$ cat config.mk
export PLATFORM = sky130hd
export DESIGN_NAME = irn_queue
export DESIGN_NICKNAME = d
export VERILOG_FILES = /design/src/irn_pkg.sv /design/src/irn_queue.sv
export SDC_FILE = /design/constraint.sdc
export NUM_CORES = 1
export LEC_CHECK = 0
export CAP_MARGIN = 20
export CORE_MARGIN = 5
export CORE_UTILIZATION = 50
export CTS_BUF_LIST = sky130_fd_sc_hd__clkbuf_16
export DETAILED_ROUTE_END_ITERATION = 10
export DONT_BUFFER_PORTS = 1
export MAX_ROUTING_LAYER = met4
export PLACE_DENSITY = 0.69
export SLEW_MARGIN = 20
export SYNTH_ARGS = -nofsm -noshare
export SYNTH_HDL_FRONTEND = slang
export SYNTH_SLANG_ARGS = --single-unit
$ cat constraint.sdc
create_clock -name clock -period 6 [get_ports clock]
set_clock_uncertainty 0.15 [all_clocks]
set_input_delay 0.3 -clock clock [delete_from_list [all_inputs] [get_ports clock]]
set_output_delay 0.3 -clock clock [all_outputs]
set_load 0.02 [all_outputs]
$ cat src/irn_pkg.sv
`timescale 1ns / 1ps
// ----------------------------------------------------------------------------
// irn_pkg
// Shared constants and types of the image resampler.
// ----------------------------------------------------------------------------
package irn_pkg;

   localparam int MAX_SRC_WIDTH_DEF  = 256;
   localparam int MAX_SRC_HEIGHT_DEF = 256;
   localparam int SAMPLE_BITS_DEF    = 16;

   localparam int Q_DEPTH    = 4;
   localparam int CSR_IDX_W  = 3;
   localparam int CSR_DATA_W = 13;
   localparam int TGT_W      = 13;
   localparam int POS_W      = 12;
   localparam int PIX_W      = 16;
   localparam int FRAC_W     = 16;

   localparam logic [CSR_IDX_W-1:0] CSR_SRC_WIDTH  = 3'd0;
   localparam logic [CSR_IDX_W-1:0] CSR_SRC_HEIGHT = 3'd1;
   localparam logic [CSR_IDX_W-1:0] CSR_TGT_WIDTH  = 3'd2;
   localparam logic [CSR_IDX_W-1:0] CSR_TGT_HEIGHT = 3'd3;
   localparam logic [CSR_IDX_W-1:0] CSR_MODE       = 3'd4;

   localparam logic [8:0]  SRC_SIZE_RST = 9'd256;
   localparam logic [12:0] TGT_SIZE_RST = 13'd256;

   localparam logic FUNC_LOAD     = 1'b0;
   localparam logic FUNC_QUERY    = 1'b1;
   localparam logic MODE_NEAREST  = 1'b0;
   localparam logic MODE_BILINEAR = 1'b1;

   localparam logic [16:0] Q16_ONE  = 17'h10000;
   localparam logic [15:0] Q16_HALF = 16'h8000;

   typedef struct packed {
      logic query;
      logic err;
   } irn_ctl_type;

endpackage

$ cat src/irn_queue.sv
`timescale 1ns / 1ps
`default_nettype none
// ----------------------------------------------------------------------------
// irn_queue
// Short register queue between the front and the back.
// ----------------------------------------------------------------------------
module irn_queue #(
   parameter int DW = 64
) (
   input  wire logic                  clock,
   input  wire logic                  reset,
   input  wire logic                  push,
   input  wire irn_pkg::irn_ctl_type  push_ctl,
   input  wire logic [DW-1:0]         push_data,
   output logic                       full,
   output logic                       empty,
   input  wire logic                  pop,
   output irn_pkg::irn_ctl_type       head_ctl,
   output logic [DW-1:0]              head_data
);

   localparam int D  = irn_pkg::Q_DEPTH;
   localparam int PW = $clog2(D);
   localparam int CW = $clog2(D + 1);

   irn_pkg::irn_ctl_type  ctl_ff [D];
   logic [DW-1:0]         data_ff [D];
   logic [PW-1:0]         wp_ff, rp_ff;
   logic [CW-1:0]         cnt_ff;

   assign full      = cnt_ff == CW'(D);
   assign empty     = cnt_ff == '0;
   assign head_ctl  = ctl_ff[rp_ff];
   assign head_data = data_ff[rp_ff];

   always_ff @(posedge clock) begin
      if (reset) begin
         wp_ff  <= '0;
         rp_ff  <= '0;
         cnt_ff <= '0;
      end else begin
         if (push) begin
            wp_ff <= wp_ff + PW'(1);
         end
         if (pop) begin
            rp_ff <= rp_ff + PW'(1);
         end
         cnt_ff <= cnt_ff + CW'(push) - CW'(pop);
      end
      if (push) begin
         ctl_ff[wp_ff]  <= push_ctl;
         data_ff[wp_ff] <= push_data;
      end
   end

endmodule
`default_nettype wire

==> flow_summary.yaml <==
outcome:
  status: "finished clean"
die:
  die_y_um: 151.1
  rows: 51
  start_util_pct: 50.99
  die-area_um2: 22840
  die_w_um: 151.1
  num_io_pins: 138
  core_um2: 19530
detailed_routing:
  final_antenna_net_count: 0
  drtIter0Drc: 232
  via_per_inst: 5.636
  drt_wl_total_um: 17980
  route.detailed.drc: 0
  firstDrtPassIters: 4
  dr_total_vias: 4261
  wl_per_cell_um: 23.78
sta:
  period_share_pct: 52.56
  hold_viol: 0
  slew_viol_final: 0
  fmax_mhz: 317.1
  hold_ws_ns: 0.1555
  min_period_ns: 3.154
  tightest_slew_ns: 1.043
  slew-limit-headroom_pct: 30.47
  rsz0062_at_grt: "false"
  fin_tns_setup_ns: 0
  setup_viol: 0
clock_tree:
  cts_inserted_buffers: 27
  root_buffer: "clkbuf_16"
  worst_skew_pair.late_latency_ns: 0.53
  clk_path_buf_depth: 3
  postCtsSetupRepairBufs: 0
  tritoncts: "built"
  path_clk_slew_ns: 0.06
  htreeDepth: 1
  clock-sinks: 273
place:
  portBuffers: 0
  dp_hpwl_um: 10190
  gp_congestion: 0.8090
job:
  maxCapViolCount: 0
logic_synthesis:
  yosysSeqAreaShare_pct: 81.43
  yosysUniqueCellTypes: 21
  postSynthCellCount: 386
  synth_warnings: 0
  syn_area_per_cell_um2: 25.80
  synth_top_area_share_pct: 79.62
  synthTopCellsByArea: "edfxtp_1, mux4_2, dfxtp_1"
  synth_top_area_cell: "edfxtp_1"
  ys_ff_latch: 273
  syn_area_um2: 9957
  synth_nets: 463
critical_path:
  critPathCaptureType: "output pin"
  crit_arrival_ns: 2.70
  cp_max_fo: 38
  r2r_slack_ns: 3.98
  crit_required_ns: 5.55
  cp-start-kind: "register"
  worstSetupPathType: "register to output pin"
grt:
  grt_max_degree: 67
  grt_usage_pct: 16.35
  grt_pass1_vias: 4674
  antenna_found_initial: 1
  grt_first_pass_wirelength_um: 26920
  grt_overflow: 0
power:
  ir_drop_mv: 0.2581
  finalPower_w: 0.004311
  p_leak_nw: 3.749
  powerDensity_nw_per_um2: 365.1
min_path:
  holdCritPathClass: "input pin to register"
layout:
  drive_above_1_share_pct: 22.65
  layout.nets: 549
  fillers: 1372
  area_growth_pct: 18.60
[path summary, 6_finish.rpt]
kind,startpoint,end,depth (start not counted)
min reg2reg,rp_ff[0],register,2
max reg2reg,wp_ff[0],data_ff[1][34],2
min,pop,cnt_ff[0],4
max,register,head_ctl[0],2
[Yosys cell counts]
cell type and instances:
fa_1 1, inv_1 6, and3_1 1, nor2_1 5, mux2i_1 1, mux4_2 66, nor2b_1 2, xnor2_1 2
nand3b_1 1, a21bo_2 1, ha_1 6, a21oi_1 1, nor3_1 1, xor3_1 1, dfxtp_1 9, buf_6 5
buf_2 5, clkbuf_1 2, buf_4 2, edfxtp_1 264, and2_1 4
[power breakdown]
| group | switching (W) | internal [W] | total (W) |
|---|---|---|---|
| Sequential | 0.0000514 | 0.00219 | 0.00224 |
| Combinational | 0.000226 | 0.000157 | 0.000383 |
| Clock | 0.000656 | 0.00103 | 0.00168 |
[state kept, by name (all words and copies together) (netlist names), named ones only]
register	count
cnt_ff	3
ctl_ff	8
data_ff	256
rp_ff	2
wp_ff	2
[cell families after synthesis]
group | share of synthesized area, %
buf+inv | 1.269
mux | 15.03
fa+ha+maj | 0.9550
flops | 81.43
simple gates | 0.7539
xor+xnor | 0.4147
compound gates | 0.1507
[final cells by class]
type	count	area (um2)	share of cell area, %
tap	265	331.6	2.808
timing repair buffer	71	708.2	5.997
inverter	6	22.52	0.1907
multi-input combinational	93	1733	14.67
sequential	273	8115	68.72
antenna	1	2.502	0.02119
clock inverter	20	220.2	1.865
clock buffer	27	675.6	5.722
[metrics by stage]
stage	worst slack [ns]	instances	cell area [um2]	utilization [%]
finish	2.846	756	11810	60.48
CTS	2.734	755	11810	60.46
global route	2.583	756	11810	60.48
floorplan	3.327	386	9957	-
detailed placement	3.327	638	10210	52.29
global placement	3.372	638	10210	52.29
[metal layers]
layer	GRT usage, %	vias up	routed length, um
li1	-	1819	-
met1	19.65	2233	6952
met2	27.48	168	9264
met3	4.488	41	1409
met4	4.624	0	350
met5	-	-	0
[cell usage in the layout, fill, tap and decap left out, drive strengths merged]
cell / instances
diode: 1
buf: 1
inv: 10
mux4: 66
and3: 1
nor2: 5
clkbuf: 27
dlygate4sd3: 70
mux2i: 1
nor2b: 2
dfxtp: 9
edfxtp: 264
and2: 4
nor3: 1
nand3b: 1
a21bo: 1
clkinv: 11
bufinv: 5
fa: 1
xnor2: 2
ha: 6
a21oi: 1
xor3: 1
[worst max-delay path, stage by stage (launching register included)]
cell	delay (ns)
dfxtp_4	0.75
buf_4	0.69
mux4_2	0.69
[what timing repair did]
item	4_1_cts	5_1_grt
hold buffers	70	0
gates resized for setup	0	0
endpoints found under the setup margin	0	0
endpoints found under the hold margin	273	0
(Power assumes the default switching activity.)
