<file path="config.mk">
export PLATFORM = sky130hd
export DESIGN_NAME = irn_div
export DESIGN_NICKNAME = d
export VERILOG_FILES = /design/src/irn_pkg.sv /design/src/irn_div.sv
export SDC_FILE = /design/constraint.sdc
export NUM_CORES = 1
export LEC_CHECK = 0
export ABC_AREA = 1
export BUFFER_PORTS_ARGS = -buffer_cell sky130_fd_sc_hd__buf_2
export CAP_MARGIN = 20
export CORE_ASPECT_RATIO = 0.6
export CORE_UTILIZATION = 55
export CTS_BUF_LIST = sky130_fd_sc_hd__clkbuf_2 sky130_fd_sc_hd__clkbuf_4 sky130_fd_sc_hd__clkbuf_8
export CTS_CLUSTER_SIZE = 24
export DETAILED_ROUTE_END_ITERATION = 6
export HOLD_SLACK_MARGIN = 0.1
export MAX_ROUTING_LAYER = met4
export PLACE_DENSITY = 0.78
export SLEW_MARGIN = 20
export SYNTH_ARGS = -nofsm -noshare
export SYNTH_HDL_FRONTEND = slang
export SYNTH_SLANG_ARGS = --single-unit
</file>
<file path="constraint.sdc">
create_clock -name clock -period 6.2 [get_ports clock]
set_input_delay 0.93 -clock clock [delete_from_list [all_inputs] [get_ports clock]]
set_output_delay 0.93 -clock clock [all_outputs]
set_load 0.05 [all_outputs]
</file>
<file path="src/irn_pkg.sv">
`timescale 1ns / 1ps
// ----------------------------------------------------------------------------
// irn_pkg
// Shared constants and types of the image resampler.
// ----------------------------------------------------------------------------
package irn_pkg;

   localparam int MAX_SRC_WIDTH_DEF  = 256;
   localparam int MAX_SRC_HEIGHT_DEF = 256;
   localparam int SAMPLE_BITS_DEF    = 16;

   localparam int Q_DEPTH    = 4;
   localparam int CSR_IDX_W  = 3;
   localparam int CSR_DATA_W = 13;
   localparam int TGT_W      = 13;
   localparam int POS_W      = 12;
   localparam int PIX_W      = 16;
   localparam int FRAC_W     = 16;

   localparam logic [CSR_IDX_W-1:0] CSR_SRC_WIDTH  = 3'd0;
   localparam logic [CSR_IDX_W-1:0] CSR_SRC_HEIGHT = 3'd1;
   localparam logic [CSR_IDX_W-1:0] CSR_TGT_WIDTH  = 3'd2;
   localparam logic [CSR_IDX_W-1:0] CSR_TGT_HEIGHT = 3'd3;
   localparam logic [CSR_IDX_W-1:0] CSR_MODE       = 3'd4;

   localparam logic [8:0]  SRC_SIZE_RST = 9'd256;
   localparam logic [12:0] TGT_SIZE_RST = 13'd256;

   localparam logic FUNC_LOAD     = 1'b0;
   localparam logic FUNC_QUERY    = 1'b1;
   localparam logic MODE_NEAREST  = 1'b0;
   localparam logic MODE_BILINEAR = 1'b1;

   localparam logic [16:0] Q16_ONE  = 17'h10000;
   localparam logic [15:0] Q16_HALF = 16'h8000;

   typedef struct packed {
      logic query;
      logic err;
   } irn_ctl_type;

endpackage

</file>
<file path="src/irn_div.sv">
`timescale 1ns / 1ps
`default_nettype none
// ----------------------------------------------------------------------------
// irn_div
// Restoring divider, one quotient bit per cycle, for the scale ratio.
// ----------------------------------------------------------------------------
module irn_div #(
   parameter int NW = 25
) (
   input  wire logic                          clock,
   input  wire logic                          reset,
   input  wire logic                          start,
   input  wire logic [NW-1:0]                 dividend,
   input  wire logic [irn_pkg::TGT_W-1:0]     divisor,
   output logic                               busy,
   output logic [NW-1:0]                      quotient
);

   localparam int CW = $clog2(NW + 1);

   logic                        busy_ff, busy_in;
   logic [CW-1:0]               cnt_ff, cnt_in;
   logic [NW-1:0]               num_ff, num_in;
   logic [NW-1:0]               quo_ff, quo_in;
   logic [irn_pkg::TGT_W-1:0]   rem_ff, rem_in;
   logic [irn_pkg::TGT_W-1:0]   dvs_ff, dvs_in;
   logic [irn_pkg::TGT_W:0]     rem_sh, rem_step;
   logic                        ge;

   always_comb begin
      rem_sh   = {rem_ff, num_ff[NW-1]};
      ge       = rem_sh >= {1'b0, dvs_ff};
      rem_step = ge ? rem_sh - {1'b0, dvs_ff} : rem_sh;
      busy_in  = busy_ff;
      cnt_in   = cnt_ff;
      num_in   = num_ff;
      quo_in   = quo_ff;
      rem_in   = rem_ff;
      dvs_in   = dvs_ff;
      if (start) begin
         busy_in = 1'b1;
         cnt_in  = '0;
         num_in  = dividend;
         quo_in  = '0;
         rem_in  = '0;
         dvs_in  = divisor;
      end else if (busy_ff) begin
         rem_in  = rem_step[irn_pkg::TGT_W-1:0];
         num_in  = num_ff << 1;
         quo_in  = {quo_ff[NW-2:0], ge};
         cnt_in  = cnt_ff + CW'(1);
         busy_in = cnt_ff != CW'(NW - 1);
      end
   end

   always_ff @(posedge clock) begin
      if (reset) begin
         busy_ff <= 1'b0;
         cnt_ff  <= '0;
      end else begin
         busy_ff <= busy_in;
         cnt_ff  <= cnt_in;
      end
      num_ff <= num_in;
      quo_ff <= quo_in;
      rem_ff <= rem_in;
      dvs_ff <= dvs_in;
   end

   assign busy     = busy_ff;
   assign quotient = quo_ff;

endmodule
`default_nettype wire

</file>
==> results_dict.tcl <==
set metrics [dict create \
    outcome "finished, violations left" \
    violations "design-rule violations" \
    met2_length_mm 3.62 \
    wl_met1_mm 4.02 \
    drive_gt1_share_pct 18.1 \
    die_w_um 111 \
    critical_path_buf_inv_count 2 \
    avgSynthCellArea_um2 8.22 \
    dieArea_mm2 0.00753 \
    clock-sinks 82 \
    worst_slack_ns 3.69 \
    dpl.hpwl_mm 6.02 \
    areaGrowthSynthToFinish_pct 14.6 \
    grt_max_degree 52 \
    cp.arrival_ns 2.82 \
    grt_pass1_wl_mm 13.4 \
    hold_viol_final 0 \
    finalCriticalPeriod_ns 2.51 \
    clkPwrFrac_pct 34.0 \
    place.detailed.instances 622 \
    vias_per_cell 5.08 \
    leakagePower_nw 2.20 \
    layout.nets 603 \
    post-route-period-util_pct 40.5 \
    whs_ns 0.478 \
    synthDistinctLibCells 36 \
    cts_resized 0 \
    worst-path-max-fanout 18 \
    worstPathRequired_ns 6.51 \
    clkLatencyLatePin_ns 0.38 \
    path_cells "inv_1, ha_1, inv_1, fa_1, nand2_1, nand3_2, nand2_2, nand3_4, nor2_4, nand2_1, nand2_1, nor2_1, nor2_1" \
    die_h_um 67.6 \
    setup_viol 0 \
    dpl_worst_slack_ns 3.42 \
    cts_hold_buf 0 \
    crit_top_cell "nand2_1" \
    clk_pin_slew_worst_paths_ns 0.09 \
    holdCritStartpoint "quotient[18]$_SDFFE_PP0P_" \
    initial_core_util_pct 58.1 \
    antennaDiodeCount 0 \
    clockRootBuffer "clkbuf_8" \
    hold_end "quotient[19]$_SDFFE_PP0P_" \
    totalWireLength_mm 8.45 \
    drt_iter0_drc 267 \
    place_congestion 0.899 \
    clock_skew_ns 0.00868 \
    setup_tns_ns 0 \
    p_switching_mw 0.295 \
    cap_violations 0 \
    syn_area_mm2 0.00395 \
    synth_nets 537 \
    r2r_cells 13 \
    io_buffers 66 \
    first_global_vias 2825 \
    top_layer_used "met4" \
    first_pass_iters 7 \
    end_kind "register" \
    ioPinCount 67 \
    finalNonFillerCells 638 \
    ys_seq_area_share_pct 51.3 \
    rsz0062_at_grt "no" \
    worst_r2r_endpoint "rem_ff[7]$_SDFFE_PP0P_" \
    start_kind "register" \
    critPathTopFamily "simple AND/OR/NAND/NOR gates" \
    reg2reg_from "num_ff[24]$_DFFE_PP_" \
    switching_share_pct 27.1 \
    cts_made_buffers 9 \
    grt_usage_pct 24.3 \
    tightest_slew_ns 0.707 \
    pwr-share-seq_pct 55.8 \
    vdd_drop_max_mv 0.162 \
    path_class "reg2reg" \
    max_stage_delay_ns 0.47 \
    slew_headroom_pct 52.8 \
    slowest_stage "fa_1" \
    wl_met3_um 714 \
    drc 6 \
    row_count 23 \
    vias 3241 \
    post_cts_buffers 0 \
    hold_path_class "reg2reg" \
    fmax_mhz 398 \
    grt_overflow 0 \
    wl_per_cell_um 13.2 \
    hold_depth 2 \
    power_density_mw_per_mm2 241 \
    drt.antenna.violating_nets 0 \
    rrSetupSlack_ns 3.69 \
    cts_tree "done" \
    ys_warn_count 0 \
    antenna_found_initial 0 \
    p_comb_share_pct 10.2 \
    ctsHtreeMaxLevel 3 \
    clock_path_buffers 2 \
    cell_internal_pwr_mw 0.796 \
    synth_seq_cells 82 \
    coreArea_mm2 0.00679 \
    synth_cells 480 \
    slew_violations 0 \
]
-- final cells by class --
| cell class | count | area, µm² |
|---|---|---|
| Inverter | 78 | 293 |
| Fill cell | 564 | 2270 |
| Clock buffer | 10 | 138 |
| Tap cell | 87 | 109 |
| Sequential cell | 82 | 2020 |
| Multi-Input combinational cell | 307 | 1570 |
| Clock inverter | 6 | 48.8 |
| Timing Repair Buffer | 68 | 345 |
-- power groups by stage --
stage	registers, mW	clock network, mW	logic (mW)
after floorplan	0.620	0	0.0738
after global placement	0.621	0	0.107
after detailed placement	0.621	0	0.111
after CTS	0.609	0.380	0.111
after global routing	0.612	0.401	0.125
final	0.609	0.371	0.112
-- worst reg2reg max path: cells and delay by family, from the launching register on --
family        cells  cell delay [ns]
simple gates      9             1.22
buf+inv           2             0.17
fa+ha+maj         2             0.62
flops             1             0.45
-- placed cells by master, fill, tap and decap left out, types with 2 or more instances in the layout --
cell type	synthesis	routed
dfxtp_1	44	44
ha_1	15	15
nor2_2	3	3
buf_4	0	2
a31oi_1	2	2
nand3_2	3	3
a21oi_2	2	2
nand2_2	4	4
clkbuf_8	0	10
o22ai_1	23	23
xnor2_1	2	2
clkinv_4	0	2
nand4_1	4	4
o21ai_1	2	2
buf_2	3	66
a21oi_1	7	7
o21ai_0	3	3
nor3_1	6	6
nand3_1	22	22
edfxtp_1	38	38
nor3b_1	2	2
inv_1	77	77
o211ai_1	2	2
a211oi_1	2	2
xor2_1	5	5
nand2_1	157	157
nor2_1	33	33
-- Yosys cell counts (all sizes together) --
cell type | instances | area share, %
a211oi | 2 | 0.38
xnor2 | 2 | 0.44
clkbuf | 7 | 0.67
edfxtp | 38 | 29
a31oi | 2 | 0.32
buf | 6 | 0.95
nand3 | 26 | 4.0
a21oi | 9 | 1.3
nand2 | 161 | 16
nor3b | 2 | 0.38
or2 | 2 | 0.32
a311oi | 1 | 0.22
clkinv | 1 | 0.095
nor3 | 7 | 1.0
nand4 | 4 | 0.63
o211ai | 2 | 0.38
fa | 1 | 0.51
and2 | 1 | 0.16
ha | 15 | 4.8
xor2 | 5 | 1.1
o22ai | 23 | 3.6
dfxtp | 44 | 22
nor2 | 37 | 3.9
o21ai | 5 | 0.63
inv | 77 | 7.3
-- logic make-up after synthesis --
kind of cell	Yosys count	share of synthesized area, %
AOI/OAI and AO/OA	44	6.91
xor gates and xnor gates	7	1.55
adders and majority gates	16	5.26
buffers and inverters	91	9.04
DFF	82	51.3
and+or+nand+nor	240	26.0
-- layer usage --
| metal | up-vias | GRT usage [%] |
|---|---|---|
| li1 | 1669 | - |
| met1 | 1435 | 32.5 |
| met2 | 125 | 34.8 |
| met3 | 12 | 8.80 |
| met4 | 0 | 6.08 |
| met5 | - | - |
-- state kept, by name (all words and copies together), names as in the netlist --
signal,count
cnt_ff,5
quotient,25
num_ff,25
rem_ff,13
dvs_ff,13
busy,1
-- how the worst max path moves through the flow --
stage / from / end / slack, ns / depth (start not counted)
floorplan: start / num_ff[0]$_SDFFCE_PN0P_ / 3.70 / 3
global route: busy$_SDFF_PP0_ / rem_ff[6]$_SDFFE_PP0P_ / 3.49 / 6
finish: num_ff[24]$_DFFE_PP_ / rem_ff[7]$_SDFFE_PP0P_ / 3.69 / 13
detailed placement: start / num_ff[3]$_DFFE_PP_ / 3.42 / 5
global placement: start / num_ff[6]$_DFFE_PP_ / 3.46 / 5
CTS: num_ff[24]$_DFFE_PP_ / rem_ff[7]$_SDFFE_PP0P_ / 3.74 / 13
-- through the flow --
stage	instance area [µm²]	power (mW)	util [%]
detailed placement	4340	0.732	63.8
global placement	4340	0.727	63.8
floorplan	3950	0.694	-
finish	4520	1.09	66.6
global route	4520	1.14	66.6
CTS	4520	1.10	66.6
No activity file was read; power rests on OpenSTA's default activity.
