--- config.mk ---
export PLATFORM = sky130hd
export DESIGN_NAME = irn_front
export DESIGN_NICKNAME = d
export VERILOG_FILES = /design/src/irn_pkg.sv /design/src/irn_front.sv
export SDC_FILE = /design/constraint.sdc
export NUM_CORES = 1
export LEC_CHECK = 0
export BUFFER_PORTS_ARGS = -buffer_cell sky130_fd_sc_hd__buf_2
export CELL_PAD_IN_SITES_DETAIL_PLACEMENT = 2
export CELL_PAD_IN_SITES_GLOBAL_PLACEMENT = 2
export CORE_UTILIZATION = 31
export CTS_CLUSTER_SIZE = 8
export DETAILED_ROUTE_END_ITERATION = 8
export GPL_ROUTABILITY_DRIVEN = 0
export PLACE_DENSITY = 0.7
export SETUP_SLACK_MARGIN = 0.02
export SYNTH_ARGS = -nofsm -noshare
export SYNTH_HDL_FRONTEND = slang
export SYNTH_SLANG_ARGS = --single-unit
--- constraint.sdc ---
create_clock -name clock -period 8.8 [get_ports clock]
set_clock_uncertainty 0.1 [all_clocks]
set_input_delay 1.76 -clock clock [delete_from_list [all_inputs] [get_ports clock]]
set_output_delay 1.76 -clock clock [all_outputs]
set_load 0.02 [all_outputs]
--- src/irn_pkg.sv ---
`timescale 1ns / 1ps
// ----------------------------------------------------------------------------
// irn_pkg
// Shared constants and types of the image resampler.
// ----------------------------------------------------------------------------
package irn_pkg;

   localparam int MAX_SRC_WIDTH_DEF  = 256;
   localparam int MAX_SRC_HEIGHT_DEF = 256;
   localparam int SAMPLE_BITS_DEF    = 16;

   localparam int Q_DEPTH    = 4;
   localparam int CSR_IDX_W  = 3;
   localparam int CSR_DATA_W = 13;
   localparam int TGT_W      = 13;
   localparam int POS_W      = 12;
   localparam int PIX_W      = 16;
   localparam int FRAC_W     = 16;

   localparam logic [CSR_IDX_W-1:0] CSR_SRC_WIDTH  = 3'd0;
   localparam logic [CSR_IDX_W-1:0] CSR_SRC_HEIGHT = 3'd1;
   localparam logic [CSR_IDX_W-1:0] CSR_TGT_WIDTH  = 3'd2;
   localparam logic [CSR_IDX_W-1:0] CSR_TGT_HEIGHT = 3'd3;
   localparam logic [CSR_IDX_W-1:0] CSR_MODE       = 3'd4;

   localparam logic [8:0]  SRC_SIZE_RST = 9'd256;
   localparam logic [12:0] TGT_SIZE_RST = 13'd256;

   localparam logic FUNC_LOAD     = 1'b0;
   localparam logic FUNC_QUERY    = 1'b1;
   localparam logic MODE_NEAREST  = 1'b0;
   localparam logic MODE_BILINEAR = 1'b1;

   localparam logic [16:0] Q16_ONE  = 17'h10000;
   localparam logic [15:0] Q16_HALF = 16'h8000;

   typedef struct packed {
      logic query;
      logic err;
   } irn_ctl_type;

endpackage

--- src/irn_front.sv ---
`timescale 1ns / 1ps
`default_nettype none
// ----------------------------------------------------------------------------
// irn_front
// Takes words, checks ranges, maps output positions to source neighbors.
// ----------------------------------------------------------------------------
module irn_front #(
   parameter int XW   = 8,
   parameter int YW   = 8,
   parameter int SWW  = 9,
   parameter int SHW  = 9,
   parameter int SB   = 16,
   parameter int DW   = 64
) (
   input  wire logic                          clock,
   input  wire logic                          reset,
   input  wire logic                          req_valid,
   output logic                               req_stall,
   input  wire logic                          req_func,
   input  wire logic [irn_pkg::POS_W-1:0]     req_pos_x,
   input  wire logic [irn_pkg::POS_W-1:0]     req_pos_y,
   input  wire logic [irn_pkg::PIX_W-1:0]     req_sample_in,
   input  wire logic                          div_busy,
   input  wire logic [SWW-1:0]                sw_eff,
   input  wire logic [SHW-1:0]                sh_eff,
   input  wire logic [irn_pkg::TGT_W-1:0]     tw_eff,
   input  wire logic [irn_pkg::TGT_W-1:0]     th_eff,
   input  wire logic                          mode,
   input  wire logic [SWW+15:0]               scale_x,
   input  wire logic [SHW+15:0]               scale_y,
   input  wire logic                          q_full,
   output logic                               q_push,
   output irn_pkg::irn_ctl_type               q_ctl,
   output logic [DW-1:0]                      q_data
);

   localparam int NWX = SWW + 16;
   localparam int NWY = SHW + 16;
   localparam int PWX = NWX + 13;
   localparam int PWY = NWY + 13;
   localparam int HWX = PWX - 1;
   localparam int HWY = PWY - 1;
   localparam int RWX = HWX - 16;
   localparam int RWY = HWY - 16;

   logic                          a_valid_ff, a_valid_in;
   logic                          a_func_ff;
   logic [irn_pkg::POS_W-1:0]     a_px_ff, a_py_ff;
   logic [SB-1:0]                 a_sample_ff;
   logic [47:0]                   sample_ext;

   logic                          p_valid_ff;
   logic                          p_query_ff, p_err_ff, p_wr_ok_ff;
   logic [PWX-1:0]                p_prodx_ff;
   logic [PWY-1:0]                p_prody_ff;
   logic [XW-1:0]                 p_x_ff;
   logic [YW-1:0]                 p_y_ff;
   logic [SB-1:0]                 p_sample_ff;

   logic                          a_take, p_adv, accept;

   logic [HWX-1:0]                halfx, sx;
   logic [HWY-1:0]                halfy, sy;
   logic [RWX-1:0]                rawx, limx, x0w, x1w;
   logic [RWY-1:0]                rawy, limy, y0w, y1w;
   logic [XW-1:0]                 x0, x1;
   logic [YW-1:0]                 y0, y1;
   logic [irn_pkg::FRAC_W-1:0]    fx, fy;

   assign p_adv     = !p_valid_ff || !q_full;
   assign a_take    = !a_valid_ff || p_adv;
   assign req_stall = !a_take || div_busy;
   assign accept    = req_valid && !req_stall;
   assign a_valid_in = a_take ? accept : a_valid_ff;
   assign sample_ext = {32'd0, req_sample_in};

   always_ff @(posedge clock) begin
      if (reset) begin
         a_valid_ff <= 1'b0;
         p_valid_ff <= 1'b0;
      end else begin
         a_valid_ff <= a_valid_in;
         if (p_adv) begin
            p_valid_ff <= a_valid_ff;
         end
      end
      if (accept) begin
         a_func_ff   <= req_func;
         a_px_ff     <= req_pos_x;
         a_py_ff     <= req_pos_y;
         a_sample_ff <= sample_ext[SB-1:0];
      end
      if (p_adv) begin
         p_query_ff  <= a_func_ff == irn_pkg::FUNC_QUERY;
         p_err_ff    <= ({1'b0, a_px_ff} >= tw_eff) || ({1'b0, a_py_ff} >= th_eff);
         p_wr_ok_ff  <= ({1'b0, a_px_ff} < 13'(sw_eff)) && ({1'b0, a_py_ff} < 13'(sh_eff));
         p_prodx_ff  <= PWX'({a_px_ff, 1'b1}) * PWX'(scale_x);
         p_prody_ff  <= PWY'({a_py_ff, 1'b1}) * PWY'(scale_y);
         p_x_ff      <= a_px_ff[XW-1:0];
         p_y_ff      <= a_py_ff[YW-1:0];
         p_sample_ff <= a_sample_ff;
      end
   end

   // src = half - 0.5; nearest index is half >> 16 in every case
   always_comb begin
      halfx = p_prodx_ff[PWX-1:1];
      halfy = p_prody_ff[PWY-1:1];
      sx    = halfx - HWX'(irn_pkg::Q16_HALF);
      sy    = halfy - HWY'(irn_pkg::Q16_HALF);
      if (mode == irn_pkg::MODE_BILINEAR) begin
         rawx = (halfx < HWX'(irn_pkg::Q16_HALF)) ? '0 : sx[HWX-1:16];
         rawy = (halfy < HWY'(irn_pkg::Q16_HALF)) ? '0 : sy[HWY-1:16];
         fx   = sx[15:0];
         fy   = sy[15:0];
      end else begin
         rawx = halfx[HWX-1:16];
         rawy = halfy[HWY-1:16];
         fx   = '0;
         fy   = '0;
      end
      limx = RWX'(sw_eff) - RWX'(1);
      limy = RWY'(sh_eff) - RWY'(1);
      x0w  = (rawx > limx) ? limx : rawx;
      y0w  = (rawy > limy) ? limy : rawy;
      x0   = x0w[XW-1:0];
      y0   = y0w[YW-1:0];
      x1w  = (RWX'(x0) + RWX'(1) > limx) ? limx : RWX'(x0) + RWX'(1);
      y1w  = (RWY'(y0) + RWY'(1) > limy) ? limy : RWY'(y0) + RWY'(1);
      x1   = x1w[XW-1:0];
      y1   = y1w[YW-1:0];
   end

   assign q_push    = p_valid_ff && !q_full && (p_query_ff || p_wr_ok_ff);
   assign q_ctl.query = p_query_ff;
   assign q_ctl.err   = p_err_ff;
   assign q_data = p_query_ff ? {x0, x1, y0, y1, fx, fy, p_sample_ff}
                              : {p_x_ff, x1, p_y_ff, y1, fx, fy, p_sample_ff};

endmodule
`default_nettype wire

==> impl_metrics.json, run 1 <==
{
  "tns_ns": 0,
  "drv_cap": 0,
  "grt_usage_pct": 19.41,
  "grt_remaining_overflow": 0,
  "worstSetupStartpoint": "mode",
  "synth_common_cells": "inv_1, fa_1, nand2_1",
  "start_util_pct": 31.45,
  "grt_max_degree": 58,
  "antenna_found_initial": 4,
  "dpl_worst_slack_ns": -0.09605,
  "final_area_mm2": 0.02324,
  "wl_mm": 62.74,
  "vias_per_cell": 4.854,
  "dp.cells": 3130,
  "timing.fmax_mhz": 116.4,
  "synth_simple_gate_area_share_pct": 16.27,
  "wl_per_cell_um": 19.80,
  "crit_fanout": 36,
  "r2r_end": "p_prody_ff[37]",
  "ys.flop_type": "edfxtp_1",
  "p_leak_nw": 11.29,
  "synth_xor_area_share_pct": 4.010,
  "die_x_um": 258.0,
  "slowest_stage": "or3_4",
  "area_delta_synth_final_pct": 14.39,
  "p_per_area_mw_per_mm2": 357.8,
  "firstDrtPassIters": 4,
  "synth_top_cell_by_area": "fa_1",
  "yosysUniqueCellTypes": 63,
  "synthMuxAreaShare_pct": 1.115,
  "synth_edf_count": 121,
  "critical-path-max-stage-delay_ns": 0.39,
  "hold_class": "flop to flop",
  "drc": 0,
  "timing.critical_path.buf_inv": 5,
  "crit_type": "primary input to output pin",
  "synth_warnings": 0,
  "min_period_ns": 8.592,
  "maxSlewViolCount": 0,
  "clockRootBuffer": "clkbuf_16",
  "grt_pass1_vias": 18230,
  "cp.arrival_ns": 6.73,
  "fin_cells": 3168,
  "synth_top_family_by_area": "adder cells",
  "cp_top_family": "compound AO/OA/AOI/OAI gates",
  "cts_hold_buf": 0,
  "tightest_slew_ns": 0.9642,
  "layout-drive-gt1-share_pct": 14.58,
  "cts_max_level": 4,
  "hold_viol_final": 0,
  "yosysSeqAreaShare_pct": 18.08,
  "drt_iter0_drc": 511,
  "netlist_area_mm2": 0.02031,
  "synthAdderAreaFrac_pct": 45.95,
  "clock-sinks": 123,
  "die_y_um": 258.0,
  "synth_top_area_share_pct": 34.00,
  "clk_pin_slew_ns": 0.07,
  "async_flop_share_pct": 0,
  "period_share_pct": 97.63,
  "setup_viol": 0,
  "worstReg2RegStart": "a_py_ff[8]",
  "dpl.hpwl_mm": 50.88,
  "placed_cell_area_mm2": 0.02239,
  "synth_nets": 2802,
  "power.total_mw": 8.314,
  "port_buffers": 200,
  "synth-seq-cells": 123,
  "avgSynthCellArea_um2": 9.573,
  "cts_tree": "built",
  "clockBufferDepth": 2,
  "synth.most_common_cell": "inv_1",
  "start_kind": "primary input",
  "holdCritStartpoint": "a_sample_ff[10]",
  "ff2ff_setup_slack_ns": 1.93,
  "synth_compound_area_share_pct": 5.778,
  "worst_slack_ns": 0.2083,
  "end_kind": "output pin",
  "coreArea_mm2": 0.06458,
  "netlist_instances": 2122,
  "pin_count": 209,
  "required_ns": 6.94,
  "nets": 2979,
  "r2r_cells": 19,
  "cp_num_cells": 25,
  "grt_first_pass_wirelength_mm": 101.1,
  "dieArea_mm2": 0.06655,
  "slew-limit-headroom_pct": 35.72,
  "crit_end": "q_data[50]",
  "status": "finished, final reports clean",
  "clkLatencyLatePin_ns": 0.45,
  "cts_buffers": 17,
  "synth.area.top_cells": "fa_1, edfxtp_1, ha_1",
  "peakVddDrop_mv": 0.2446,
  "rows": 93,
  "dr_total_vias": 15380,
  "final_antenna_net_count": 0
}
[kinds of logic (layout without fill, tap and decap cells)]
logic type,after synthesis,count (layout)
fa+ha+maj,539,539
buf+inv,472,662
other cells,0,1
mux,21,21
compound gates,184,184
flops,123,123
xor+xnor,93,93
simple gates,690,690
[flip-flops by register name, summed over array words and instances, names as in the netlist]
register	cells
p_prodx_ff	16
p_query_ff	1
p_valid_ff	1
p_prody_ff	37
p_y_ff	8
p_err_ff	1
a_valid_ff	1
p_sample_ff	16
a_px_ff	12
p_wr_ok_ff	1
a_py_ff	12
a_sample_ff	16
a_func_ff	1
[routing by layer]
layer	global-route usage, %	vias to the layer above	part of all wire [%]
met2	35.09	233	51
met5	0	-	0.029
met3	3.141	43	3.7
met1	24.78	8132	44
li1	-	6964	-
met4	2.482	4	0.89
[where the power goes]
part           total [mW]  internal, mW  switching (mW)  leakage (nW)
combinational        6.33          2.70            3.63          9.74
clock               0.786         0.457           0.328         0.302
sequential           1.19          1.07           0.120          1.25
total                8.31          4.23            4.08          11.3
[how the worst min path moves through the flow]
stage | depth (start not counted) | to
finish | 0 | p_sample_ff[10]
global route | 0 | p_sample_ff[8]
CTS | 0 | p_sample_ff[10]
detailed placement | 0 | p_sample_ff[12]
global placement | 0 | p_sample_ff[5]
floorplan | 0 | p_query_ff
[stage by stage]
| step | hold WS, ns | utilization (%) |
|---|---|---|
| finish | 0.3153 | 35.98 |
| global route | 0.3240 | 35.98 |
| CTS | 0.3202 | 35.78 |
| detailed placement | 0.3082 | 34.67 |
| global placement | 0.3031 | 34.67 |
| floorplan | 0.3003 | - |
[final cells by class]
| cell class | count | area, um^2 |
|---|---|---|
| multi-input cells | 1527 | 15050 |
| fillers | 7151 | 41340 |
| inverters | 385 | 1445 |
| repair buffers | 245 | 1373 |
| diodes | 1 | 2.502 |
| clock buffers | 17 | 425.4 |
| flip-flops and latches | 123 | 3674 |
| well taps | 855 | 1070 |
| clock inverters | 15 | 200.2 |
[what timing repair did]
item / CTS / global route
pin swaps: 3 / 13
gates cloned: 0 / 0
endpoints found under the setup margin: 8 / 8
setup buffers: 4 / 1
resized for setup: 12 / 26
[cell usage in the layout, fill, tap and decap left out, types with 4 or more instances in the layout]
cell	instances
or3_1	4
o31ai_1	6
a21oi_1	60
o21ai_1	4
fa_1	345
a211oi_1	6
nor2b_1	12
nand3_1	20
buf_4	40
o21a_1	12
a21boi_0	4
mux2_2	13
buf_2	199
inv_1	385
nand2b_1	11
buf_6	5
clkbuf_16	17
a21o_1	26
a31oi_1	8
o21bai_1	7
nor2_1	62
xnor2_1	67
xor2_1	25
and2_1	162
or2_2	7
nand2_1	341
nor4_1	4
edfxtp_1	121
and3_1	5
nand3_2	4
nor3_1	19
nand4_1	9
o21ai_0	26
inv_6	6
ha_1	193
(Power assumes the default switching activity.)
==> inputs of run 2 (changes only) <==
--- a/config.mk
+++ b/config.mk
@@ -12,7 +12,7 @@
 export CTS_CLUSTER_SIZE = 8
 export DETAILED_ROUTE_END_ITERATION = 8
 export GPL_ROUTABILITY_DRIVEN = 0
-export PLACE_DENSITY = 0.7
+export PLACE_DENSITY = 0.76
 export SETUP_SLACK_MARGIN = 0.02
 export SYNTH_ARGS = -nofsm -noshare
 export SYNTH_HDL_FRONTEND = slang
==> impl_metrics.json, run 2 (synthesis gave the netlist of run 1 again) <==
{
  "status": "finished, final reports clean",
  "hold_end": "p_sample_ff[10]",
  "dr_total_vias": 15690,
  "holdCritStartpoint": "a_sample_ff[10]",
  "hold_viol_final": 0,
  "ff2ff_setup_slack_ns": 1.62,
  "maxSlewViolCount": 0,
  "start_kind": "primary input",
  "period_share_pct": 99.41,
  "required_ns": 6.94,
  "drt_iter0_drc": 447,
  "clockBufferDepth": 2,
  "wl_mm": 68.62,
  "rsz0062_at_grt": "yes",
  "area_delta_synth_final_pct": 16.40,
  "final_antenna_net_count": 0,
  "grt_pass1_vias": 19230,
  "internal-power_mw": 4.346,
  "p_leak_nw": 11.49,
  "drv_cap": 0,
  "comb_power_share_pct": 77.4,
  "final_area_mm2": 0.02364,
  "clkLatencyLatePin_ns": 0.45,
  "dpl_worst_slack_ns": -0.3810,
  "cts_buffers": 17,
  "dieArea_mm2": 0.06655,
  "tns_ns": 0,
  "firstDrtPassIters": 4,
  "power_frac_seq_pct": 14.2,
  "min_path_cells": 0,
  "dr_wl_met2_mm": 36.76,
  "largest_reg_flops": 37,
  "layout-drive-gt1-share_pct": 16.65,
  "slew-limit-headroom_pct": 15.91,
  "clock-sinks": 123,
  "grt_first_pass_wirelength_mm": 107.2,
  "wl_met1_mm": 27.75,
  "die_y_um": 258.0,
  "antenna_found_initial": 11,
  "routed.top_layer": "met5",
  "peakVddDrop_mv": 0.2756,
  "worstReg2RegStart": "a_py_ff[0]",
  "timing.fmax_mhz": 114.3,
  "power.share.clock_pct": 8.4,
  "power.total_mw": 8.608,
  "setup_viol": 0,
  "drc": 0,
  "cts_hold_buf": 0,
  "hold_class": "flop to flop",
  "worst_slack_ns": 0.05171,
  "r2r_cells": 19,
  "final_common_cell": "inv_1",
  "final_cell_mix": "inv_1, fa_1, nand2_1",
  "switching_share_pct": 49.51,
  "regMostFlops": "p_prody_ff",
  "die_x_um": 258.0,
  "end_kind": "output pin",
  "p_per_area_mw_per_mm2": 364.1,
  "clockRootBuffer": "clkbuf_16",
  "timing.hold.ws_ns": 0.3172,
  "dr_wl_met3_mm": 2.614,
  "rows": 93,
  "crit_fanout": 7,
  "min_period_ns": 8.748,
  "cts_max_level": 4,
  "start_util_pct": 31.45,
  "grt_usage_pct": 20.93,
  "clk_pin_slew_ns": 0.07,
  "r2r_end": "p_prody_ff[34]",
  "coreArea_mm2": 0.06458,
  "wl_per_cell_um": 21.38,
  "pin_count": 209,
  "port_buffers": 200,
  "tightest_slew_ns": 1.261,
  "nets": 3016,
  "dpl.hpwl_mm": 55.61,
  "cts_tree": "built",
  "placed_cell_area_mm2": 0.02260,
  "power_switching_mw": 4.262,
  "grt_remaining_overflow": 0,
  "cp.arrival_ns": 6.89,
  "grt_max_degree": 58,
  "vias_per_cell": 4.886,
  "crit_type": "primary input to output pin"
}
==> run 2: layout make-up <==
cell class	count	area, um^2
fill	7049	40940
multi-input combinational	1527	15180
sequential	123	3674
timing repair buffer	282	1683
inverter	385	1445
tap	855	1070
clock buffer	17	425.4
clock inverter	15	153.9
antenna	6	15.01
==> run 2: power groups by stage <==
stage | clock (mW) | sequential, mW | combinational (mW)
finish | 0.725 | 1.22 | 6.66
global route | 0.769 | 1.23 | 7.40
CTS | 0.745 | 1.21 | 6.52
detailed placement | 0 | 1.22 | 6.38
global placement | 0 | 1.20 | 6.00
floorplan | 0 | 1.15 | 4.48
==> run 2: timing repair <==
action | in CTS | in global routing
endpoints found under the hold margin | 0 | 0
buffers inserted | 4 | 10
pin swaps | 6 | 20
endpoints found under the setup margin | 8 | 8
resized for setup | 21 | 53
==> run 2: worst max-delay path, stage by stage <==
cell,delay (ns)
buf_2,0.11
nor3_2,0.20
buf_4,0.16
nand2_1,0.09
nor3_2,0.15
nand4_1,0.21
buf_4,0.20
ha_1,0.32
a211oi_1,0.36
o21bai_1,0.14
a21oi_1,0.20
o21ai_2,0.09
o22ai_2,0.18
buf_6,0.16
mux2i_4,0.30
ha_4,0.24
nand3_4,0.09
xnor2_2,0.15
mux2i_2,0.23
ha_1,0.31
nand4_1,0.13
o31ai_1,0.08
or3_4,0.41
buf_12,0.16
mux2_4,0.31
buf_6,0.13
==> run 2: routing by layer <==
layer / up-vias / GRT usage (%)
met5: - / 0
met4: 4 / 5.720
met3: 88 / 2.954
met2: 269 / 39.08
met1: 8275 / 24.80
li1: 7049 / -
==> run 2: worst max path at each step <==
stage              start    endpoint  slack (ns)
3_5_place_dp        mode  q_data[50]       -0.38
5_1_grt        sh_eff[3]  q_data[50]       -0.26
4_1_cts             mode  q_data[50]        0.04
3_3_place_gp        mode  q_data[55]       -0.07
2_1_floorplan       mode  q_data[50]        0.05
6_report       sh_eff[3]  q_data[50]        0.05
==> run 2: through the flow <==
| stage | util, % | instances |
|---|---|---|
| 6_report | 36.61 | 3210 |
| 4_1_cts | 36.14 | 3194 |
| 3_5_place_dp | 34.99 | 3158 |
| 5_1_grt | 36.60 | 3208 |
| 3_3_place_gp | 34.99 | 3158 |
| 2_1_floorplan | - | 2122 |
